File: src/bfid_div.sv
// Restoring divider, one quotient bit per cycle, quotient known to fit Q_W bits.
// Self-contained; used by the top level for block bounds and averages.
`default_nettype none
module bfid_div #(
	parameter int NUM_W = 40,
	parameter int DEN_W = 26,
	parameter int Q_W   = 8
) (
	input  wire logic             clk,
	input  wire logic             arst_n,
	input  wire logic             start,
	input  wire logic [NUM_W-1:0] num,
	input  wire logic [DEN_W-1:0] den,
	output logic                  done,
	output logic      [Q_W-1:0]   quo
);
	localparam int SH_W  = DEN_W + Q_W - 1;
	localparam int CMP_W = (NUM_W > SH_W) ? NUM_W : SH_W;
	localparam int CNT_W = $clog2(Q_W + 1);

	logic [NUM_W-1:0] rem_q;
	logic [SH_W-1:0]  dsh_q;
	logic [Q_W-1:0]   quo_q;
	logic [CNT_W-1:0] cnt_q;
	logic             busy_q;
	logic             done_q;
	logic [CMP_W-1:0] rem_x, dsh_x, diff;
	logic             ge;

	assign rem_x = CMP_W'(rem_q);
	assign dsh_x = CMP_W'(dsh_q);
	assign ge    = rem_x >= dsh_x;
	assign diff  = rem_x - dsh_x;
	assign done  = done_q;
	assign quo   = quo_q;

	always_ff @(posedge clk or negedge arst_n) begin
		if (!arst_n) begin
			busy_q <= 1'b0;
			cnt_q  <= '0;
			done_q <= 1'b0;
		end else begin
			done_q <= 1'b0;
			if (start) begin
				busy_q <= 1'b1;
				cnt_q  <= CNT_W'(Q_W);
			end else if (busy_q) begin
				cnt_q <= cnt_q - CNT_W'(1);
				if (cnt_q == CNT_W'(1)) begin
					busy_q <= 1'b0;
					done_q <= 1'b1;
				end
			end
		end
	end

	always_ff @(posedge clk) begin
		if (start) begin
			rem_q <= num;
			dsh_q <= SH_W'(den) << (Q_W - 1);
			quo_q <= '0;
		end else if (busy_q) begin
			if (ge) begin
				rem_q <= NUM_W'(diff);
			end
			dsh_q <= dsh_q >> 1;
			quo_q <= {quo_q[Q_W-2:0], ge};
		end
	end
endmodule
`default_nettype wire

File: config.mk
export PLATFORM = sky130hd
export DESIGN_NAME = bfid_div
export DESIGN_NICKNAME = d
export VERILOG_FILES = /design/src/bfid_div.sv
export SDC_FILE = /design/constraint.sdc
export NUM_CORES = 1
export LEC_CHECK = 0
export BUFFER_PORTS_ARGS = -buffer_cell sky130_fd_sc_hd__buf_2
export CORE_MARGIN = 5
export CORE_UTILIZATION = 59
export DETAILED_ROUTE_END_ITERATION = 8
export GPL_ROUTABILITY_DRIVEN = 0
export PLACE_DENSITY = 0.91
export REMOVE_ABC_BUFFERS = 1
export SLEW_MARGIN = 20
export SYNTH_ARGS = -nofsm -noshare
export SYNTH_HDL_FRONTEND = slang
export SYNTH_SLANG_ARGS = --single-unit
export TNS_END_PERCENT = 5
File: constraint.sdc
create_clock -name clk -period 6.2 [get_ports clk]
set_clock_uncertainty 0.15 [all_clocks]
set_input_delay 1.24 -clock clk [delete_from_list [all_inputs] [get_ports clk]]
set_output_delay 1.24 -clock clk [all_outputs]
set_load 0.05 [all_outputs]
==> impl_metrics.sql, run 1 <==
INSERT INTO impl_metrics (metric_group, metric, value, unit) VALUES
('yosys', 'synth_xor_area_share', '3.770', '%'),
('yosys', 'avgSynthCellArea', '8.603', 'sq um'),
('clock_network', 'cts_setup_buffers', '0', ''),
('yosys', 'synth-seq-area-share', '40.27', '%'),
('place', 'placement.io_buffers', '77', ''),
('worst_hold_path', 'hp-class', 'reg -> reg', ''),
('sta', 'post_layout_worst_setup_margin', '2.401', 'ns'),
('clock_network', 'clk_slew_on_worst_s_h_paths', '0.09', 'ns'),
('yosys', 'synth_flop_cell', 'sky130_fd_sc_hd__edfxtp_1', ''),
('worst_setup_path', 'cp_max_fo', '26', ''),
('yosys', 'yosysUniqueCellTypes', '65', ''),
('global_route', 'antenna_found_initial', '0', ''),
('routing', 'count_of_antenna_violating_nets_left_after_detailed_routing', '0', ''),
('place', 'hpwlAfterDp', '10.86', 'mm'),
('floorplanning', 'floorplan.rows', '37', ''),
('sta', 'timing.final.setup_violations', '0', ''),
('floorplanning', 'initial_utilization', '59.57', '%'),
('routing', 'drc_errors', '0', ''),
('place', 'dpl_cell_area', '6484', 'sq um'),
('worst_setup_path', 'rr_startpoint', 'dsh_q[29]$_DFFE_PP_', ''),
('routing', 'routed_via_density', '6.227', ''),
('finish', 'antenna_diode_count', '0', ''),
('floorplanning', 'die_outline_width', '111.2', 'um'),
('run', 'max_cap_violations', '0', ''),
('global_route', 'grt_pass1_wl', '25.22', 'mm'),
('finish', 'layout.cells.most_common_list', 'sky130_fd_sc_hd__nand2_1 (123), sky130_fd_sc_hd__buf_2 (76), sky130_fd_sc_hd__o21ai_0 (71), sky130_fd_sc_hd__edfxtp_1 (66), sky130_fd_sc_hd__nor2_1 (58)', ''),
('yosys', 'synthTopCellsByArea', 'sky130_fd_sc_hd__edfxtp_1 (33%), sky130_fd_sc_hd__nand2_1 (7.6%), sky130_fd_sc_hd__ha_1 (7.3%), sky130_fd_sc_hd__o21ai_0 (5.9%), sky130_fd_sc_hd__dfxtp_1 (5.0%)', ''),
('yosys', 'synth.area.mux_share', '3.356', '%'),
('clock_network', 'deepest_level_of_the_cts_h_tree', '3', ''),
('sta', 'fin_hold_ws', '0.3538', 'ns'),
('worst_setup_path', 'crit_start', 'dsh_q[29]$_DFFE_PP_', ''),
('routing', 'drt_first_pass_iters', '6', ''),
('yosys', 'syn_area', '6040', 'sq um'),
('worst_setup_path', 'worst_setup_path_start_kind', 'flop', ''),
('finish', 'synthToLayoutAreaGrowth', '10.09', '%'),
('clock_network', 'worst_skew_pair.late_latency', '0.38', 'ns'),
('floorplanning', 'core_footprint', '10140', 'sq um'),
('clock_network', 'cts_buffer_depth', '2', ''),
('worst_setup_path', 'kind_of_capture_point_of_the_worst_setup_path', 'flop', ''),
('sta', 'period_needed', '3.799', 'ns'),
('finish', 'filler_cell_count', '819', ''),
('clock_network', 'cts-root-buf', 'sky130_fd_sc_hd__clkbuf_8', ''),
('sta', 'hold_violations', '0', ''),
('routing', 'routed_wire_length', '15.08', 'mm'),
('worst_setup_path', 'arrival', '3.70', 'ns'),
('clock_network', 'clkSinkCount', '87', ''),
('yosys', 'synth-adder-area-share', '7.582', '%'),
('yosys', 'synth-compound-area-share', '21.30', '%'),
('worst_hold_path', 'min_from', 'quo[7]$_SDFFE_PP0P_', ''),
('sta', 'worst_slew_pin_slew', '0.6738', 'ns'),
('status', 'run_status', 'complete, no violations', ''),
('yosys', 'synth_top_area_share', '32.82', '%'),
('sta', 'period_utilisation_layout', '61.28', '%'),
('clock_network', 'cts.hold.buffers_added', '0', ''),
('pwr', 'cellPowerDensity', '451.5', 'nW/um^2'),
('clock_network', 'cts_tree', 'done', ''),
('clock_network', 'post_cts_resized', '0', ''),
('sta', 'relSlewSlack', '54.61', '%'),
('routing', 'drtIter0Drc', '734', ''),
('yosys', 'syn_inst', '702', ''),
('pwr', 'static-leakage-power', '0.002821', 'uW'),
('sta', 'fin_setup_tns', '0', 'ns'),
('global_route', 'globalRoute.totalOverflow', '0', ''),
('global_route', 'globalRouteTotalUtil', '24.44', '%'),
('global_route', 'via_count_of_the_first_global_routing_pass', '5511', ''),
('sta', 'rsz0062_at_grt', 'false', ''),
('floorplanning', 'die_h', '111.2', 'um'),
('yosys', 'synth_top_family_by_area', 'compound AO/OA/AOI/OAI gates', ''),
('finish', 'mostFrequentLayoutCell', 'sky130_fd_sc_hd__nand2_1', ''),
('yosys', 'synth-edff-count', '66', ''),
('worst_setup_path', 'worst-setup-path-type', 'reg -> reg', '');
[registers in the layout (all words and copies together), names as in the netlist]
register	count
busy_q	1
rem_q	40
cnt_q	4
quo	8
done	1
dsh_q	33
[layout make-up]
cell class,count,area (sq um),area share [%]
multi-input cells,533,3297,49.59
inverters,44,165.2,2.484
repair buffers,81,417.9,6.285
clock buffers,10,127.6,1.919
flip-flops and latches,87,2434,36.60
well taps,136,170.2,2.559
clock inverters,6,37.54,0.5645
[through the flow]
stage          cells  total power (uW)
5_1_grt          897              3212
3_3_place_gp     881              2521
2_1_floorplan    664              2197
6_report         897              3002
3_5_place_dp     881              2587
4_1_cts          897              2956
[critical path, stage by stage (launching register included)]
cell	delay, ns
sky130_fd_sc_hd__edfxtp_1	0.36
sky130_fd_sc_hd__inv_1	0.05
sky130_fd_sc_hd__ha_1	0.45
sky130_fd_sc_hd__nand2_1	0.14
sky130_fd_sc_hd__nor2_1	0.22
sky130_fd_sc_hd__nand2_1	0.19
sky130_fd_sc_hd__or3_1	0.38
sky130_fd_sc_hd__o41ai_1	0.29
sky130_fd_sc_hd__a211oi_1	0.19
sky130_fd_sc_hd__a31oi_4	0.55
sky130_fd_sc_hd__buf_4	0.47
[cells by family after synthesis]
| logic type | after synthesis |
|---|---|
| fa+ha+maj | 36 |
| buf+inv | 82 |
| mux | 20 |
| flops | 87 |
| compound gates | 201 |
| xor+xnor | 26 |
| simple gates | 250 |
[cells in the mapped netlist, types with 13 or more instances]
cell,n
sky130_fd_sc_hd__o21ai_0,71
sky130_fd_sc_hd__nand4_1,13
sky130_fd_sc_hd__dfxtp_1,15
sky130_fd_sc_hd__nor3_1,16
sky130_fd_sc_hd__clkbuf_1,21
sky130_fd_sc_hd__edfxtp_1,66
sky130_fd_sc_hd__xnor2_1,18
sky130_fd_sc_hd__mux2i_1,18
sky130_fd_sc_hd__a21oi_1,42
sky130_fd_sc_hd__nor2_1,58
sky130_fd_sc_hd__inv_1,44
sky130_fd_sc_hd__nand2_1,123
sky130_fd_sc_hd__ha_1,35
[worst paths after layout]
kind	endpoint	cells after the start
worst max-delay path	rem_q[23]$_DFFE_PP_	10
worst min-delay path	quo[7]$_SDFFE_PP0P_	2
worst max register to register	rem_q[23]$_DFFE_PP_	10
worst min register to register	quo[7]$_SDFFE_PP0P_	2
max in group asynchronous	busy_q$_DFF_PN0_	1
min in group asynchronous	cnt_q[2]$_DFFE_PN0P_	1
[per-layer routing]
metal	GRT usage (%)	vias up	routed length [um]
met1	31.04	2528	6139
met3	3.876	83	1364
met2	40.13	350	6898
li1	-	2625	-
met5	0	-	0
met4	12.81	0	681
[power breakdown]
| part | total (uW) | switching [uW] | internal (uW) |
|---|---|---|---|
| Clock | 360 | 217 | 144 |
| Combinational | 1710 | 1080 | 629 |
| Sequential | 935 | 91.8 | 843 |
| Total | 3000 | 1390 | 1620 |
Note: power is estimated with default switching activity, not from simulation.
==> inputs of run 2 (changes only) <==
Settings changed: ABC_AREA from default to 1, CORE_UTILIZATION 59 to 54, PLACE_DENSITY 0.91 to 0.88.
Clock period 6.2 ns to 3.4 ns, I/O delays scaled along.
==> impl_metrics.sql, run 2 <==
INSERT INTO impl_metrics (metric_group, metric, value, unit) VALUES
('floorplanning', 'dieArea', '14110', 'sq um'),
('routing', 'post_drt_wl_per_cell', '13.64', 'um'),
('routing', 'routed_wire_length', '15.88', 'mm'),
('finish', 'largest_reg_flops', '40', ''),
('status', 'run_status', 'complete, no violations', ''),
('yosys', 'synth-edff-count', '66', ''),
('worst_setup_path', 'arrival', '2.63', 'ns'),
('floorplanning', 'io_pins', '78', ''),
('finish', 'post_route_cells_drive_above_1_share', '13.03', '%'),
('pwr', 'static-leakage-power', '0.003834', 'uW'),
('floorplanning', 'floorplan.rows', '39', ''),
('sta', 'timing_max_transition_violations_final', '0', ''),
('clock_network', 'deepest_level_of_the_cts_h_tree', '3', ''),
('worst_setup_path', 'worst_setup_path_start_kind', 'flop', ''),
('sta', 'rsz0062_at_grt', 'false', ''),
('worst_setup_path', 'critical_path_required', '3.31', 'ns'),
('global_route', 'grt_max_degree', '64', ''),
('worst_setup_path', 'kind_of_capture_point_of_the_worst_setup_path', 'flop', ''),
('pwr', 'power.ir.vdd_worst', '0.2932', 'mV'),
('run', 'max_cap_violations', '0', ''),
('sta', 'hold_violations', '0', ''),
('yosys', 'synth-adder-area-share', '7.167', '%'),
('clock_network', 'cts_setup_buffers', '0', ''),
('routing', 'routed_via_density', '5.215', ''),
('finish', 'layout.nets', '1121', ''),
('yosys', 'yosysUniqueCellTypes', '35', ''),
('routing', 'vias', '6070', ''),
('yosys', 'synth_simple_gate_area_share', '33.93', '%'),
('floorplanning', 'die_outline_width', '118.8', 'um'),
('worst_setup_path', 'cp_max_fo', '30', ''),
('place', 'placement.io_buffers', '77', ''),
('sta', 'fmax', '367.9', 'MHz'),
('pwr', 'cellPowerDensity', '821.2', 'nW/um^2'),
('sta', 'timing.final.setup_violations', '0', ''),
('routing', 'count_of_antenna_violating_nets_left_after_detailed_routing', '0', ''),
('yosys', 'synth-compound-area-share', '8.381', '%'),
('clock_network', 'clkSinkCount', '87', ''),
('place', 'pre_cts_slack', '0.7422', 'ns'),
('sta', 'worst_slew_pin_slew', '0.5946', 'ns'),
('floorplanning', 'core_footprint', '11520', 'sq um'),
('yosys', 'synthesis.yosys.warnings', '0', ''),
('floorplanning', 'initial_utilization', '55.49', '%'),
('sta', 'relSlewSlack', '60.36', '%'),
('global_route', 'via_count_of_the_first_global_routing_pass', '5886', ''),
('finish', 'layout.cells.most_common_list', 'sky130_fd_sc_hd__nand2_1 (356), sky130_fd_sc_hd__inv_1 (164), sky130_fd_sc_hd__buf_2 (77), sky130_fd_sc_hd__nor2_1 (66), sky130_fd_sc_hd__edfxtp_1 (66)', ''),
('yosys', 'synth.area.mux_share', '0', '%'),
('yosys', 'synth.cells.most_frequent', 'sky130_fd_sc_hd__nand2_1 (356), sky130_fd_sc_hd__inv_1 (164), sky130_fd_sc_hd__edfxtp_1 (66), sky130_fd_sc_hd__nor2_1 (66), sky130_fd_sc_hd__nand3_1 (48)', ''),
('clock_network', 'worst_skew_pair.late_latency', '0.35', 'ns'),
('yosys', 'ys_seq_elements', '87', ''),
('clock_network', 'cts_buffer_depth', '2', ''),
('finish', 'synthToLayoutAreaGrowth', '14.76', '%'),
('global_route', 'antenna_found_initial', '0', ''),
('sta', 'post_layout_worst_setup_margin', '0.6818', 'ns'),
('clock_network', 'cts_tree', 'done', ''),
('yosys', 'syn_area', '6390', 'sq um'),
('sta', 'period_utilisation_layout', '79.95', '%'),
('yosys', 'synth-seq-area-share', '38.07', '%'),
('finish', 'max_flop_register', 'rem_q', ''),
('yosys', 'synth_top_family_by_area', 'simple AND/OR/NAND/NOR gates', ''),
('yosys', 'share_of_flip_flops_with_an_asynchronous_set_or_reset', '6.897', '%'),
('global_route', 'globalRouteTotalUtil', '23.15', '%'),
('sta', 'period_needed', '2.718', 'ns'),
('floorplanning', 'die_h', '118.8', 'um'),
('yosys', 'post-synth-top-area-cell', 'sky130_fd_sc_hd__edfxtp_1', ''),
('yosys', 'synthTopCellsByArea', 'sky130_fd_sc_hd__edfxtp_1 (31%), sky130_fd_sc_hd__nand2_1 (21%), sky130_fd_sc_hd__inv_1 (9.6%), sky130_fd_sc_hd__ha_1 (6.9%), sky130_fd_sc_hd__dfxtp_1 (4.7%)', ''),
('place', 'hpwlAfterDp', '12.13', 'mm'),
('clock_network', 'cts-root-buf', 'sky130_fd_sc_hd__clkbuf_16', ''),
('yosys', 'synth_top_area_share', '31.02', '%'),
('routing', 'drtIter0Drc', '462', ''),
('yosys', 'synthMostInstantiatedCell', 'sky130_fd_sc_hd__nand2_1', ''),
('global_route', 'globalRoute.totalOverflow', '0', ''),
('yosys', 'synth_flop_cell', 'sky130_fd_sc_hd__edfxtp_1', ''),
('routing', 'drt_first_pass_iters', '5', ''),
('worst_hold_path', 'hp-class', 'reg -> reg', ''),
('worst_setup_path', 'worst-setup-path-type', 'reg -> reg', ''),
('finish', 'mostFrequentLayoutCell', 'sky130_fd_sc_hd__nand2_1', ''),
('yosys', 'synth_xor_area_share', '1.645', '%'),
('finish', 'antenna_diode_count', '0', ''),
('yosys', 'avgSynthCellArea', '6.820', 'sq um'),
('sta', 'fin_setup_tns', '0', 'ns'),
('sta', 'fin_hold_ws', '0.3093', 'ns'),
('finish', 'final_core_util', '63.68', '%'),
('global_route', 'grt_pass1_wl', '26.72', 'mm'),
('clock_network', 'cts_bufs_inserted', '9', ''),
('clock_network', 'clk_slew_on_worst_s_h_paths', '0.06', 'ns'),
('yosys', 'syn_inst', '937', ''),
('routing', 'drc_errors', '0', '');
run 2: cell types whose count changed in the layout (fill, tap and decap cells not counted), sizes merged, moves of 8 or more:
| cell | previous run | this run |
|---|---|---|
| nand2 | 125 | 366 |
| inv | 44 | 166 |
| nand3 | 11 | 57 |
| o21ai | 75 | 52 |
| mux2i | 18 | 0 |
| nor2 | 59 | 72 |
| a21oi | 43 | 31 |
| a211oi | 10 | 0 |
| a21o | 11 | 1 |
| nor3 | 16 | 6 |
| a31oi | 9 | 0 |
| nand4 | 13 | 4 |
| o22ai | 4 | 12 |
run 2: final timing paths:
check | cells after the start | startpoint | endpoint | slack [ns]
max in group asynchronous | 2 | arst_n | cnt_q[2]$_DFFE_PN0P_ | 2.42
min | 2 | quo[7]$_SDFFE_PP0P_ | quo[7]$_SDFFE_PP0P_ | 0.31
min in group asynchronous | 2 | arst_n | busy_q$_DFF_PN0_ | 0.54
max | 15 | rem_q[0]$_DFFE_PP_ | rem_q[4]$_DFFE_PP_ | 0.68
min reg2reg | 2 | quo[7]$_SDFFE_PP0P_ | quo[7]$_SDFFE_PP0P_ | 0.31
max reg2reg | 15 | rem_q[0]$_DFFE_PP_ | rem_q[4]$_DFFE_PP_ | 0.68
run 2: logic make-up (layout without fill, tap and decap cells):
group,count (synthesis),after routing
AO/OA/AOI/OAI,100,100
XOR/XNOR,12,12
adder cells (fa/ha/maj),36,36
buffers and inverters,183,267
flip-flops,87,87
AND/OR/NAND/NOR,519,519
run 2: area by class of cell:
cell class | instances | area, sq um
multi-input combinational | 667 | 3267
sequential | 87 | 2432
inverter | 166 | 623.1
fill | 1056 | 4183
clock inverter | 7 | 158.9
timing repair buffer | 85 | 447.9
tap | 143 | 178.9
clock buffer | 9 | 225.2
run 2: what timing repair did:
action,CTS,global route
hold endpoints to repair,6,0
gates resized for setup,0,0
hold buffers,1,0
endpoints found under the setup margin,0,0
run 2: per-layer routing:
metal | vias up | wire [um] | GRT usage [%]
met4 | 0 | 327 | 9.341
met5 | - | 0 | 0
li1 | 3111 | - | -
met3 | 23 | 1313 | 4.298
met1 | 2710 | 6895 | 29.90
met2 | 226 | 7345 | 38.40
run 2: through the flow:
stage	instance area (sq um)	cells	power (uW)
final	7333	1164	6022
after global routing	7333	1164	6492
after global placement	6939	1147	4579
after floorplan	6322	920	3960
after detailed placement	6939	1147	4679
after CTS	7333	1164	5986
run 2: report_power, final:
group,internal (uW),switching [uW],leakage [uW]
clock,862,411,0.000187
sequential,1480,114,0.000912
combinational,1090,2060,0.00274
total,3440,2580,0.00383
run 2: critical path, cell delays in order (launching register included):
cell	delay (ns)
sky130_fd_sc_hd__edfxtp_1	0.37
sky130_fd_sc_hd__inv_1	0.07
sky130_fd_sc_hd__ha_1	0.14
sky130_fd_sc_hd__inv_1	0.06
sky130_fd_sc_hd__fa_1	0.43
sky130_fd_sc_hd__nand3_1	0.11
sky130_fd_sc_hd__nand3_2	0.11
sky130_fd_sc_hd__nand2_1	0.09
sky130_fd_sc_hd__nand3_2	0.10
sky130_fd_sc_hd__nand2_1	0.11
sky130_fd_sc_hd__nand3_2	0.09
sky130_fd_sc_hd__nand3_1	0.09
sky130_fd_sc_hd__nand2_1	0.08
sky130_fd_sc_hd__nand2_1	0.07
sky130_fd_sc_hd__nand2_1	0.06
sky130_fd_sc_hd__buf_4	0.28
